[config.mk]
export PLATFORM = sky130hd
export DESIGN_NAME = joystick_steer_speed_conditioner
export DESIGN_NICKNAME = d
export VERILOG_FILES = /design/src/hw/rtl/jssc_pkg.sv /design/src/hw/rtl/jssc_div.sv /design/src/hw/rtl/jssc_ctrl.sv /design/src/hw/rtl/jssc_dp.sv /design/src/hw/rtl/joystick_steer_speed_conditioner.sv
export SDC_FILE = /design/constraint.sdc
export NUM_CORES = 1
export LEC_CHECK = 0
export ABC_CLOCK_PERIOD_IN_PS = 10400
export BUFFER_PORTS_ARGS = -buffer_cell sky130_fd_sc_hd__buf_2
export CAP_MARGIN = 20
export CORE_MARGIN = 3
export CORE_UTILIZATION = 63
export DETAILED_ROUTE_END_ITERATION = 12
export PLACE_DENSITY = 0.83
export RECOVER_POWER = 100
export SYNTH_ARGS = -nofsm -noshare
export SYNTH_HDL_FRONTEND = slang
export SYNTH_SLANG_ARGS = --single-unit
[constraint.sdc]
create_clock -name clk -period 10.4 [get_ports clk]
set_clock_uncertainty 0.2 [all_clocks]
set_input_delay 2.08 -clock clk [delete_from_list [all_inputs] [get_ports clk]]
set_output_delay 2.08 -clock clk [all_outputs]
set_load 0.03 [all_outputs]
[src/hw/rtl/jssc_pkg.sv]
`timescale 1ns / 1ps

package jssc_pkg;

	// Sample and register widths.
	localparam int SAMPLE_W = 12;
	localparam int AVG_WINDOW = 2;
	localparam logic [SAMPLE_W-1:0] FULL_SCALE = 12'hFFF;

	// Steering map.
	localparam logic [8:0] DEG_FULL = 9'd360;
	localparam logic [8:0] DEG_CENTER = 9'd180;
	localparam logic [8:0] STEER_CENTER_DZ = 9'd8;
	localparam logic [8:0] STEER_STEP = 9'd5;
	localparam logic [8:0] STEP_HALF = 9'd2;
	// x / 5 == (x * 205) >> 10 for every x the rounding stage can see (x <= 362).
	localparam logic [7:0] STEP_RECIP = 8'd205;
	localparam int STEP_SHIFT = 10;
	localparam int STEP_PROD_W = 17;
	localparam int STEP_QUO_W = 7;

	// Speed map.
	localparam logic [7:0] SPEED_TOP = 8'd255;
	localparam logic [SAMPLE_W-1:0] SPEED_EDGE_DZ = 12'd80;
	localparam logic [SAMPLE_W:0] SPEED_SPAN_MIN = 13'(2 * SPEED_EDGE_DZ);

	// Serial divider: every quotient fits in nine bits, so nine steps suffice.
	localparam int DIV_NUM_W = 21;
	localparam int DIV_Q_W = 9;
	localparam int DIV_CNT_W = 4;

	// Register indexes (paddr[3:2]).
	localparam logic [1:0] REG_STEER_MIN = 2'd0;
	localparam logic [1:0] REG_STEER_MAX = 2'd1;
	localparam logic [1:0] REG_SPEED_MIN = 2'd2;
	localparam logic [1:0] REG_SPEED_MAX = 2'd3;

	typedef enum logic [3:0] {
		ST_IDLE,
		ST_AVG,
		ST_PREP,
		ST_STEER_DIV,
		ST_STEER_WAIT,
		ST_STEER_POST,
		ST_SPEED_DIV,
		ST_SPEED_WAIT,
		ST_SPEED_POST,
		ST_DONE
	} state_t;

	typedef struct packed {
		logic ready;
		logic calc_avg;
		logic prep;
		logic div_start;
		logic div_speed;
		logic steer_post;
		logic speed_post;
		logic out_load;
	} cmd_t;

	typedef struct packed {
		logic in_accept;
		logic div_done;
		logic out_free;
	} sts_t;

	typedef struct packed {
		logic [SAMPLE_W-1:0] steer_min;
		logic [SAMPLE_W-1:0] steer_max;
		logic [SAMPLE_W-1:0] speed_min;
		logic [SAMPLE_W-1:0] speed_max;
	} cfg_t;

endpackage

[src/hw/rtl/jssc_div.sv]
`timescale 1ns / 1ps

module jssc_div import jssc_pkg::*; (
	input  logic                 clk,
	input  logic                 arst_n,
	input  logic                 start,
	input  logic [DIV_NUM_W-1:0] num,
	input  logic [SAMPLE_W-1:0]  den,
	output logic                 busy,
	output logic                 done,
	output logic [DIV_Q_W-1:0]   quo
);

	logic [SAMPLE_W-1:0]  rem_q;
	logic [DIV_Q_W-1:0]   shf_q;
	logic [SAMPLE_W-1:0]  den_q;
	logic [DIV_CNT_W-1:0] cnt_q;
	logic                 busy_q;
	logic                 done_q;
	logic [SAMPLE_W:0]    trial;
	logic [SAMPLE_W:0]    diff;
	logic                 ge;

	// Restoring division, one quotient bit a cycle. The numerator's low bits
	// shift out of shf_q while the quotient bits shift in behind them.
	assign trial = {rem_q, shf_q[DIV_Q_W-1]};
	assign diff  = trial - {1'b0, den_q};
	assign ge    = trial >= {1'b0, den_q};

	always_ff @(posedge clk or negedge arst_n) begin
		if (!arst_n) begin
			busy_q <= 1'b0;
			done_q <= 1'b0;
			cnt_q  <= '0;
		end else begin
			done_q <= 1'b0;
			if (start) begin
				busy_q <= 1'b1;
				cnt_q  <= DIV_CNT_W'(DIV_Q_W);
			end else if (busy_q) begin
				cnt_q <= cnt_q - 1'b1;
				if (cnt_q == DIV_CNT_W'(1)) begin
					busy_q <= 1'b0;
					done_q <= 1'b1;
				end
			end
		end
	end

	always_ff @(posedge clk) begin
		if (start) begin
			rem_q <= num[DIV_NUM_W-1:DIV_Q_W];
			shf_q <= num[DIV_Q_W-1:0];
			den_q <= den;
		end else if (busy_q) begin
			rem_q <= ge ? diff[SAMPLE_W-1:0] : trial[SAMPLE_W-1:0];
			shf_q <= {shf_q[DIV_Q_W-2:0], ge};
		end
	end

	assign busy = busy_q;
	assign done = done_q;
	assign quo  = shf_q;

endmodule

[src/hw/rtl/jssc_ctrl.sv]
`timescale 1ns / 1ps

module jssc_ctrl import jssc_pkg::*; (
	input  logic clk,
	input  logic arst_n,
	input  sts_t sts,
	output cmd_t cmd
);

	state_t state_q;
	state_t state_d;

	always_ff @(posedge clk or negedge arst_n) begin
		if (!arst_n) begin
			state_q <= ST_IDLE;
		end else begin
			state_q <= state_d;
		end
	end

	always_comb begin
		state_d = state_q;
		unique case (state_q)
			ST_IDLE:       if (sts.in_accept) state_d = ST_AVG;
			ST_AVG:        state_d = ST_PREP;
			ST_PREP:       state_d = ST_STEER_DIV;
			ST_STEER_DIV:  state_d = ST_STEER_WAIT;
			ST_STEER_WAIT: if (sts.div_done) state_d = ST_STEER_POST;
			ST_STEER_POST: state_d = ST_SPEED_DIV;
			ST_SPEED_DIV:  state_d = ST_SPEED_WAIT;
			ST_SPEED_WAIT: if (sts.div_done) state_d = ST_SPEED_POST;
			ST_SPEED_POST: state_d = ST_DONE;
			ST_DONE:       if (sts.out_free) state_d = ST_IDLE;
			default:       state_d = ST_IDLE;
		endcase
	end

	always_comb begin
		cmd = '0;
		unique case (state_q)
			ST_IDLE:       cmd.ready = 1'b1;
			ST_AVG:        cmd.calc_avg = 1'b1;
			ST_PREP:       cmd.prep = 1'b1;
			ST_STEER_DIV:  cmd.div_start = 1'b1;
			ST_STEER_WAIT: cmd = '0;
			ST_STEER_POST: cmd.steer_post = 1'b1;
			ST_SPEED_DIV: begin
				cmd.div_start = 1'b1;
				cmd.div_speed = 1'b1;
			end
			ST_SPEED_WAIT: cmd = '0;
			ST_SPEED_POST: cmd.speed_post = 1'b1;
			ST_DONE:       cmd.out_load = sts.out_free;
			default:       cmd = '0;
		endcase
	end

endmodule

[src/hw/rtl/jssc_dp.sv]
`timescale 1ns / 1ps

module jssc_dp import jssc_pkg::*; (
	input  logic        clk,
	input  logic        arst_n,
	input  cfg_t        cfg,
	input  cmd_t        cmd,
	output sts_t        sts,
	input  logic        s_tvalid,
	output logic        s_tready,
	input  logic [31:0] s_tdata,
	output logic        m_tvalid,
	input  logic        m_tready,
	output logic [47:0] m_tdata
);

	typedef enum logic [1:0] {
		LVL_DIV,
		LVL_ZERO,
		LVL_TOP
	} lvl_cls_t;

	logic                in_acc;
	logic [SAMPLE_W-1:0] in_steer;
	logic [SAMPLE_W-1:0] in_speed;
	logic                in_dir;

	logic [SAMPLE_W-1:0] steer_hist_q [AVG_WINDOW];
	logic [SAMPLE_W-1:0] speed_hist_q [AVG_WINDOW];
	logic                slot_q;
	logic [1:0]          frame_q;
	logic                warm_q;
	logic                dir_q;

	logic [SAMPLE_W:0]   steer_sum;
	logic [SAMPLE_W:0]   speed_sum;
	logic [SAMPLE_W-1:0] steer_avg_q;
	logic [SAMPLE_W-1:0] speed_avg_q;

	logic                st_bad;
	logic [SAMPLE_W-1:0] st_lo;
	logic [SAMPLE_W-1:0] st_hi;
	logic [SAMPLE_W-1:0] st_x;
	logic                sp_bad;
	logic [SAMPLE_W-1:0] sp_lo;
	logic [SAMPLE_W-1:0] sp_hi;
	logic [SAMPLE_W-1:0] sp_x;
	logic                sp_narrow;
	logic [SAMPLE_W-1:0] sp_dlo;
	logic [SAMPLE_W-1:0] sp_dhi;

	logic [SAMPLE_W-1:0] st_off_q;
	logic [SAMPLE_W-1:0] st_den_q;
	logic [SAMPLE_W-1:0] sp_off_q;
	logic [SAMPLE_W-1:0] sp_den_q;
	lvl_cls_t            sp_cls_q;

	logic [DIV_NUM_W-1:0] div_num;
	logic [SAMPLE_W-1:0]  div_den;
	logic                 div_busy;
	logic                 div_done;
	logic [DIV_Q_W-1:0]   div_quo;

	logic [8:0]             deg_snap;
	logic [9:0]             deg_rnd;
	logic [STEP_PROD_W-1:0] deg_prod;
	logic [8:0]             deg_step;
	logic [8:0]             deg_q;
	logic [7:0]             lvl_q;

	logic                m_tvalid_q;
	logic [SAMPLE_W-1:0] o_steer_avg_q;
	logic [SAMPLE_W-1:0] o_speed_avg_q;
	logic [8:0]          o_deg_q;
	logic [7:0]          o_lvl_q;
	logic                o_dir_q;

	assign in_steer = s_tdata[11:0];
	assign in_speed = s_tdata[23:12];
	assign in_dir   = s_tdata[24];
	assign s_tready = cmd.ready;
	assign in_acc   = s_tvalid && cmd.ready;

	// History ring, slot pointer and warm-up counter.
	always_ff @(posedge clk or negedge arst_n) begin
		if (!arst_n) begin
			for (int i = 0; i < AVG_WINDOW; i++) begin
				steer_hist_q[i] <= '0;
				speed_hist_q[i] <= '0;
			end
			slot_q  <= 1'b0;
			frame_q <= 2'd0;
			warm_q  <= 1'b1;
		end else if (in_acc) begin
			steer_hist_q[slot_q] <= in_steer;
			speed_hist_q[slot_q] <= in_speed;
			slot_q  <= ~slot_q;
			warm_q  <= (frame_q != 2'd2);
			if (frame_q != 2'd2) begin
				frame_q <= frame_q + 2'd1;
			end
		end
	end

	always_ff @(posedge clk) begin
		if (in_acc) begin
			dir_q <= in_dir;
		end
	end

	// Two-entry average: the sum halved with truncation.
	assign steer_sum = {1'b0, steer_hist_q[0]} + {1'b0, steer_hist_q[1]};
	assign speed_sum = {1'b0, speed_hist_q[0]} + {1'b0, speed_hist_q[1]};

	always_ff @(posedge clk) begin
		if (cmd.calc_avg) begin
			steer_avg_q <= steer_sum[SAMPLE_W:1];
			speed_avg_q <= speed_sum[SAMPLE_W:1];
		end
	end

	// Calibration fallback, clamping and span selection.
	always_comb begin
		st_bad = cfg.steer_max <= cfg.steer_min;
		st_lo  = st_bad ? '0 : cfg.steer_min;
		st_hi  = st_bad ? FULL_SCALE : cfg.steer_max;
		if (steer_avg_q < st_lo) begin
			st_x = st_lo;
		end else if (steer_avg_q > st_hi) begin
			st_x = st_hi;
		end else begin
			st_x = steer_avg_q;
		end

		sp_bad = cfg.speed_max <= cfg.speed_min;
		sp_lo  = sp_bad ? '0 : cfg.speed_min;
		sp_hi  = sp_bad ? FULL_SCALE : cfg.speed_max;
		if (speed_avg_q < sp_lo) begin
			sp_x = sp_lo;
		end else if (speed_avg_q > sp_hi) begin
			sp_x = sp_hi;
		end else begin
			sp_x = speed_avg_q;
		end
		sp_narrow = ({1'b0, sp_lo} + SPEED_SPAN_MIN) >= {1'b0, sp_hi};
		sp_dlo    = sp_lo + SPEED_EDGE_DZ;
		sp_dhi    = sp_hi - SPEED_EDGE_DZ;
	end

	always_ff @(posedge clk) begin
		if (cmd.prep) begin
			st_off_q <= st_x - st_lo;
			st_den_q <= st_hi - st_lo;
			if (sp_narrow) begin
				sp_off_q <= sp_x - sp_lo;
				sp_den_q <= sp_hi - sp_lo;
				sp_cls_q <= LVL_DIV;
			end else begin
				sp_off_q <= sp_x - sp_dlo;
				sp_den_q <= sp_dhi - sp_dlo;
				if (sp_x <= sp_dlo) begin
					sp_cls_q <= LVL_ZERO;
				end else if (sp_x >= sp_dhi) begin
					sp_cls_q <= LVL_TOP;
				end else begin
					sp_cls_q <= LVL_DIV;
				end
			end
		end
	end

	// The scaled offset goes straight into the divider's registers.
	assign div_num = cmd.div_speed ? DIV_NUM_W'(sp_off_q) * DIV_NUM_W'(SPEED_TOP)
	                               : DIV_NUM_W'(st_off_q) * DIV_NUM_W'(DEG_FULL);
	assign div_den = cmd.div_speed ? sp_den_q : st_den_q;

	jssc_div u_div (
		.clk    (clk),
		.arst_n (arst_n),
		.start  (cmd.div_start),
		.num    (div_num),
		.den    (div_den),
		.busy   (div_busy),
		.done   (div_done),
		.quo    (div_quo)
	);

	// Center snap, rounding to the step and the cap at full scale.
	always_comb begin
		if (({1'b0, div_quo} + {1'b0, STEER_CENTER_DZ}) >= {1'b0, DEG_CENTER} &&
		    div_quo <= DEG_CENTER + STEER_CENTER_DZ) begin
			deg_snap = DEG_CENTER;
		end else begin
			deg_snap = div_quo;
		end
		deg_rnd  = {1'b0, deg_snap} + {1'b0, STEP_HALF};
		deg_prod = STEP_PROD_W'(deg_rnd) * STEP_PROD_W'(STEP_RECIP);
		deg_step = 9'(deg_prod[STEP_SHIFT +: STEP_QUO_W]) * STEER_STEP;
	end

	always_ff @(posedge clk) begin
		if (cmd.steer_post) begin
			deg_q <= (deg_step > DEG_FULL) ? DEG_FULL : deg_step;
		end
		if (cmd.speed_post) begin
			case (sp_cls_q)
				LVL_ZERO: lvl_q <= '0;
				LVL_TOP:  lvl_q <= SPEED_TOP;
				default:  lvl_q <= div_quo[7:0];
			endcase
		end
	end

	// Output register: frees the engine while a result waits downstream.
	always_ff @(posedge clk or negedge arst_n) begin
		if (!arst_n) begin
			m_tvalid_q <= 1'b0;
		end else if (cmd.out_load) begin
			m_tvalid_q <= 1'b1;
		end else if (m_tready) begin
			m_tvalid_q <= 1'b0;
		end
	end

	always_ff @(posedge clk) begin
		if (cmd.out_load) begin
			o_steer_avg_q <= warm_q ? '0 : steer_avg_q;
			o_speed_avg_q <= warm_q ? '0 : speed_avg_q;
			o_deg_q       <= warm_q ? DEG_CENTER : deg_q;
			o_lvl_q       <= warm_q ? '0 : lvl_q;
			o_dir_q       <= dir_q;
		end
	end

	assign m_tvalid = m_tvalid_q;
	assign m_tdata  = {6'd0, o_dir_q, o_lvl_q, o_deg_q, o_speed_avg_q, o_steer_avg_q};

	assign sts.in_accept = in_acc;
	assign sts.div_done  = div_done;
	assign sts.out_free  = !m_tvalid_q || m_tready;

	a_div_idle: assert property (@(posedge clk) disable iff (!arst_n)
		cmd.div_start |-> !div_busy)
		else $error("divider started while busy");

	a_load_shows: assert property (@(posedge clk) disable iff (!arst_n)
		cmd.out_load |=> m_tvalid)
		else $error("loaded result not presented");

	a_steer_quo: assert property (@(posedge clk) disable iff (!arst_n)
		cmd.steer_post |-> div_quo <= DEG_FULL)
		else $error("steer quotient out of range");

	a_deg_range: assert property (@(posedge clk) disable iff (!arst_n)
		m_tvalid |-> m_tdata[32:24] <= DEG_FULL)
		else $error("steer angle above full scale");

	a_frame_sat: assert property (@(posedge clk) disable iff (!arst_n)
		frame_q <= 2'd2)
		else $error("warm-up counter past saturation");

endmodule

[src/hw/rtl/joystick_steer_speed_conditioner.sv]
// Flow: an accepted beat runs two nine-step passes of one shared serial divider (steer angle,
// then speed level) before its result is loaded into the output register; a new beat is
// taken only once the previous one has left the engine for that register.
// Reset: arst_n clears the history, warm-up count, state machine and output valid at once,
// and sets the calibration registers to 0..4095; there is no clearing pass.
`timescale 1ns / 1ps

module joystick_steer_speed_conditioner import jssc_pkg::*; (
	input  logic        clk,
	input  logic        arst_n,
	// APB-style configuration port
	input  logic        psel,
	input  logic        penable,
	input  logic        pwrite,
	input  logic [3:0]  paddr,
	input  logic [31:0] pwdata,
	output logic [31:0] prdata,
	output logic        pready,
	// Input stream
	input  logic        s_tvalid,
	output logic        s_tready,
	// [11:0] steer_sample, [23:12] speed_sample, [24] direction_pin, [31:25] zero
	input  logic [31:0] s_tdata,
	// Result stream
	output logic        m_tvalid,
	input  logic        m_tready,
	// [11:0] steer_average, [23:12] speed_average, [32:24] steer_degrees,
	// [40:33] speed_level, [41] direction_out, [47:42] zero
	output logic [47:0] m_tdata
);

	cfg_t cfg_q;
	cmd_t cmd;
	sts_t sts;
	logic cfg_wr;

	// The port never stalls. A register is written in the access phase of a
	// write; the word address picks the register, the low address bits are
	// ignored and only the low twelve data bits are kept.
	assign pready = 1'b1;
	assign cfg_wr = psel && penable && pwrite && pready;

	always_ff @(posedge clk or negedge arst_n) begin
		if (!arst_n) begin
			cfg_q.steer_min <= '0;
			cfg_q.steer_max <= FULL_SCALE;
			cfg_q.speed_min <= '0;
			cfg_q.speed_max <= FULL_SCALE;
		end else if (cfg_wr) begin
			unique case (paddr[3:2])
				REG_STEER_MIN: cfg_q.steer_min <= pwdata[SAMPLE_W-1:0];
				REG_STEER_MAX: cfg_q.steer_max <= pwdata[SAMPLE_W-1:0];
				REG_SPEED_MIN: cfg_q.speed_min <= pwdata[SAMPLE_W-1:0];
				REG_SPEED_MAX: cfg_q.speed_max <= pwdata[SAMPLE_W-1:0];
				default:       cfg_q <= cfg_q;
			endcase
		end
	end

	// Reads return the stored value even when a pair is inverted; the
	// fallback to the full 0..4095 span happens only where the pair is used.
	always_comb begin
		unique case (paddr[3:2])
			REG_STEER_MIN: prdata = 32'(cfg_q.steer_min);
			REG_STEER_MAX: prdata = 32'(cfg_q.steer_max);
			REG_SPEED_MIN: prdata = 32'(cfg_q.speed_min);
			REG_SPEED_MAX: prdata = 32'(cfg_q.speed_max);
			default:       prdata = '0;
		endcase
	end

	// The controller steps one beat through averaging, calibration, the
	// steer divide and the speed divide; the datapath holds every value.
	jssc_ctrl u_ctrl (
		.clk    (clk),
		.arst_n (arst_n),
		.sts    (sts),
		.cmd    (cmd)
	);

	// During the first two beats after reset the result is forced to the
	// centered, stopped values while the averaging history still fills.
	jssc_dp u_dp (
		.clk      (clk),
		.arst_n   (arst_n),
		.cfg      (cfg_q),
		.cmd      (cmd),
		.sts      (sts),
		.s_tvalid (s_tvalid),
		.s_tready (s_tready),
		.s_tdata  (s_tdata),
		.m_tvalid (m_tvalid),
		.m_tready (m_tready),
		.m_tdata  (m_tdata)
	);

endmodule

==> results.py <==
metrics = {
    "global_route": {
        "grt_start_max_net_pins": 64,
        "grt_pass1_vias": 18050,
        "grt.met3_usage": 0.0325,
        "grt_pass1_wl_mm": 90.0,
        "use_met2": 0.495,
        "grtUsageMet1": 0.349,
        "grt_use_total": 0.282,
        "grt_overflow_total": 0,
        "gr-max-usage-layer": "met2",
        "antenna_found_initial": 0,
    },
    "detailed_routing": {
        "wl_per_cell_um": 19.0,
        "ant_nets": 0,
        "dr.pass1.iters": 6,
        "vias_per_cell": 5.99,
        "vias": 17624,
        "drt_iter0_markers": 1027,
        "wl_mm": 55.8,
        "post-route-drc-count": 0,
    },
    "clock_network": {
        "clk_path_buf_depth": 3,
        "cts_setup_buffers": 0,
        "numCtsBuffers": 30,
        "cts_tree": "done",
        "clockRootBuffer": "clkbuf_16",
        "hold_buffers": 0,
        "cts_resized": 0,
        "cts_num_sinks": 278,
        "htree_levels": 1,
        "path_clk_slew_ns": 0.07,
        "clock_latency_ns": 0.57,
    },
    "synth": {
        "synth_top_area_cell": "edfxtp_1",
        "yosys.area.top_type_share": 0.213,
        "netlist_area_sq_um": 23600,
        "ys_seq_area_frac": 0.332,
        "ys_ff_latch": 278,
        "syn_inst": 2363,
        "synthTopCellsByArea": "edfxtp_1, ha_1, dfrtp_1",
        "synth-async-reset-ratio": 0.399,
        "synth_ff_type": "edfxtp_1",
        "synth_cell_types": 77,
        "syn_avg_cell_area_sq_um": 9.98,
        "yosysWarnings": 0,
        "synth-edff-count": 167,
    },
    "hold_path": {
        "hp-class": "reg2reg",
        "worstHoldStart": "u_dp.dir_q",
    },
    "floorplanning": {
        "rows": 70,
        "start_util": 0.641,
        "core_area_sq_um": 36800,
        "die_height_um": 199,
        "dieArea_sq_um": 39800,
        "chipWidth_um": 199,
        "num_io_pins": 158,
    },
    "status": {
        "violations": "max-capacitance violations, max-slew violations",
        "status": "finished with violations",
    },
    "timing": {
        "tightestPinTransition_ns": 3.32,
        "finalSetupTns_ns": 0,
        "fmax_mhz": 110,
        "rsz0062_at_grt": "false",
        "fin_crit_ns": 9.11,
        "slew_headroom": -1.22,
        "finalCritPeriodShare": 0.876,
        "hold_viol_final": 0,
        "setup_viol": 0,
        "maxSlewViolCount": 342,
    },
    "setup_path": {
        "cp_max_fo": 9,
        "required_ns": 10.52,
        "cpMostUsedCell": "ha_1",
        "cp-startpoint": "u_dp.u_div.quo[4]",
        "cpPeakStageDelay_ns": 0.53,
        "r2r-start": "u_dp.u_div.quo[4]",
        "cp-start-kind": "flop",
        "setup.worst_path.end_class": "flop",
        "worstSetupPathType": "reg2reg",
        "cp_slowest_cell": "edfxtp_1",
        "arrival_ns": 9.23,
    },
    "run": {
        "drv_cap": 8,
    },
    "final_layout": {
        "drive_gt1_frac": 0.0941,
        "final_cell_mix": "ha_1, inv_1, nand2_1, edfxtp_1, nor2_1",
        "fill_cells": 2800,
        "fin_nets": 2943,
        "layout_commonest_cell": "ha_1",
        "num_antenna_cells": 0,
        "syn_to_final_growth_pct": 7.56,
    },
    "placed_design": {
        "numPortBuffers": 101,
        "gp_congestion": 1.01,
        "hpwl_mm": 44.4,
    },
}
-- layer usage --
metal | vias to the layer above | share of wire
li1 | 8343 | -
met1 | 8511 | 0.40
met2 | 583 | 0.50
met3 | 187 | 0.049
met4 | 0 | 0.056
met5 | - | 0
-- cell families (layout without fill, tap and decap cells) --
kind of cell | count (synthesis) | in the layout | share of synthesized area
and+or+nand+nor | 597 | 597 | 0.121
AOI/OAI and AO/OA | 439 | 439 | 0.119
adders and majority gates | 417 | 417 | 0.251
buffers and inverters | 370 | 457 | 0.0636
DFF | 278 | 278 | 0.332
xor gates and xnor gates | 139 | 139 | 0.0523
muxes | 121 | 121 | 0.0620
other | 2 | 27 | 0.000319
-- cell type report --
| type | instances | area (sq um) | area share |
|---|---|---|---|
| sequential | 278 | 7820 | 0.309 |
| tap | 468 | 586 | 0.0231 |
| inverter | 287 | 1080 | 0.0425 |
| clock inverter | 19 | 210 | 0.00829 |
| timing repair buffer | 114 | 484 | 0.0191 |
| multi-input combinational | 1740 | 14300 | 0.565 |
| clock buffer | 37 | 838 | 0.0331 |
-- critical path: cells and delay by family, from the launching register on --
kind / cells / cell delay [ns]
adder cells (fa/ha/maj): 9 / 3.30
XOR/XNOR: 3 / 0.65
buffers and inverters: 1 / 0.06
AO/OA/AOI/OAI: 15 / 3.06
AND/OR/NAND/NOR: 6 / 1.06
flip-flops: 1 / 0.53
-- final timing paths --
path,to,slack [ns],depth (start not counted)
setup / recovery,u_dp.deg_q[2],1.29,34
hold / removal,u_dp.o_dir_q,0.24,0
setup reg to reg,u_dp.deg_q[2],1.29,34
hold reg to reg,u_dp.o_dir_q,0.24,0
max in group asynchronous,u_ctrl.state_q[3],3.63,2
min in group asynchronous,cfg_q[22],2.16,1
-- Yosys cell counts (9+ instances only) --
master and number:
dfstp_2 25, dfrtp_1 86, clkbuf_1 45, o21a_1 23
and3_1 10, nor3_1 35, mux2i_1 29, o21bai_1 14
or3_1 11, o21ai_0 92, or2_2 17, nand2b_1 50
fa_1 92, ha_1 325, nand2_1 202, mux2_2 80
o211ai_1 10, buf_4 28, a21o_1 50, nor2b_1 65
edfxtp_1 167, a21oi_1 116, xor2_1 47, nand4_1 25
mux4_2 12, nor4_1 9, o21ai_1 26, inv_1 285
nand3_1 25, nor2_1 130, a31oi_1 15, xnor2_1 91
a211oi_1 13
-- metrics by stage --
| step | instances | hold slack [ns] | util | worst slack [ns] | cell area (sq um) |
|---|---|---|---|---|---|
| finish | 2943 | 0.240 | 0.689 | 1.29 | 25400 |
| detailed placement | 2885 | 0.213 | 0.665 | 1.95 | 24500 |
| global placement | 2885 | 0.203 | 0.665 | 2.24 | 24500 |
| CTS | 2941 | 0.241 | 0.693 | 1.92 | 25500 |
| floorplan | 2388 | 0.200 | - | 2.89 | 23700 |
| global route | 2943 | 0.246 | 0.689 | 0.746 | 25400 |
-- flip-flops by register name (all words and copies together) (netlist names), 12 cells and up --
name	count
u_dp.steer_avg_q	12
u_dp.speed_avg_q	12
u_dp.u_div.den_q	12
u_dp.o_speed_avg_q	12
u_dp.st_off_q	12
u_dp.u_div.rem_q	12
u_dp.o_steer_avg_q	12
u_dp.speed_hist_q	24
u_dp.st_den_q	12
u_dp.sp_den_q	12
u_dp.steer_hist_q	24
cfg_q	48
u_dp.sp_off_q	12
Power is left out: the tool's default activity adds up to more than one toggle a clock period on the data nets, which glitch-free logic cannot reach.
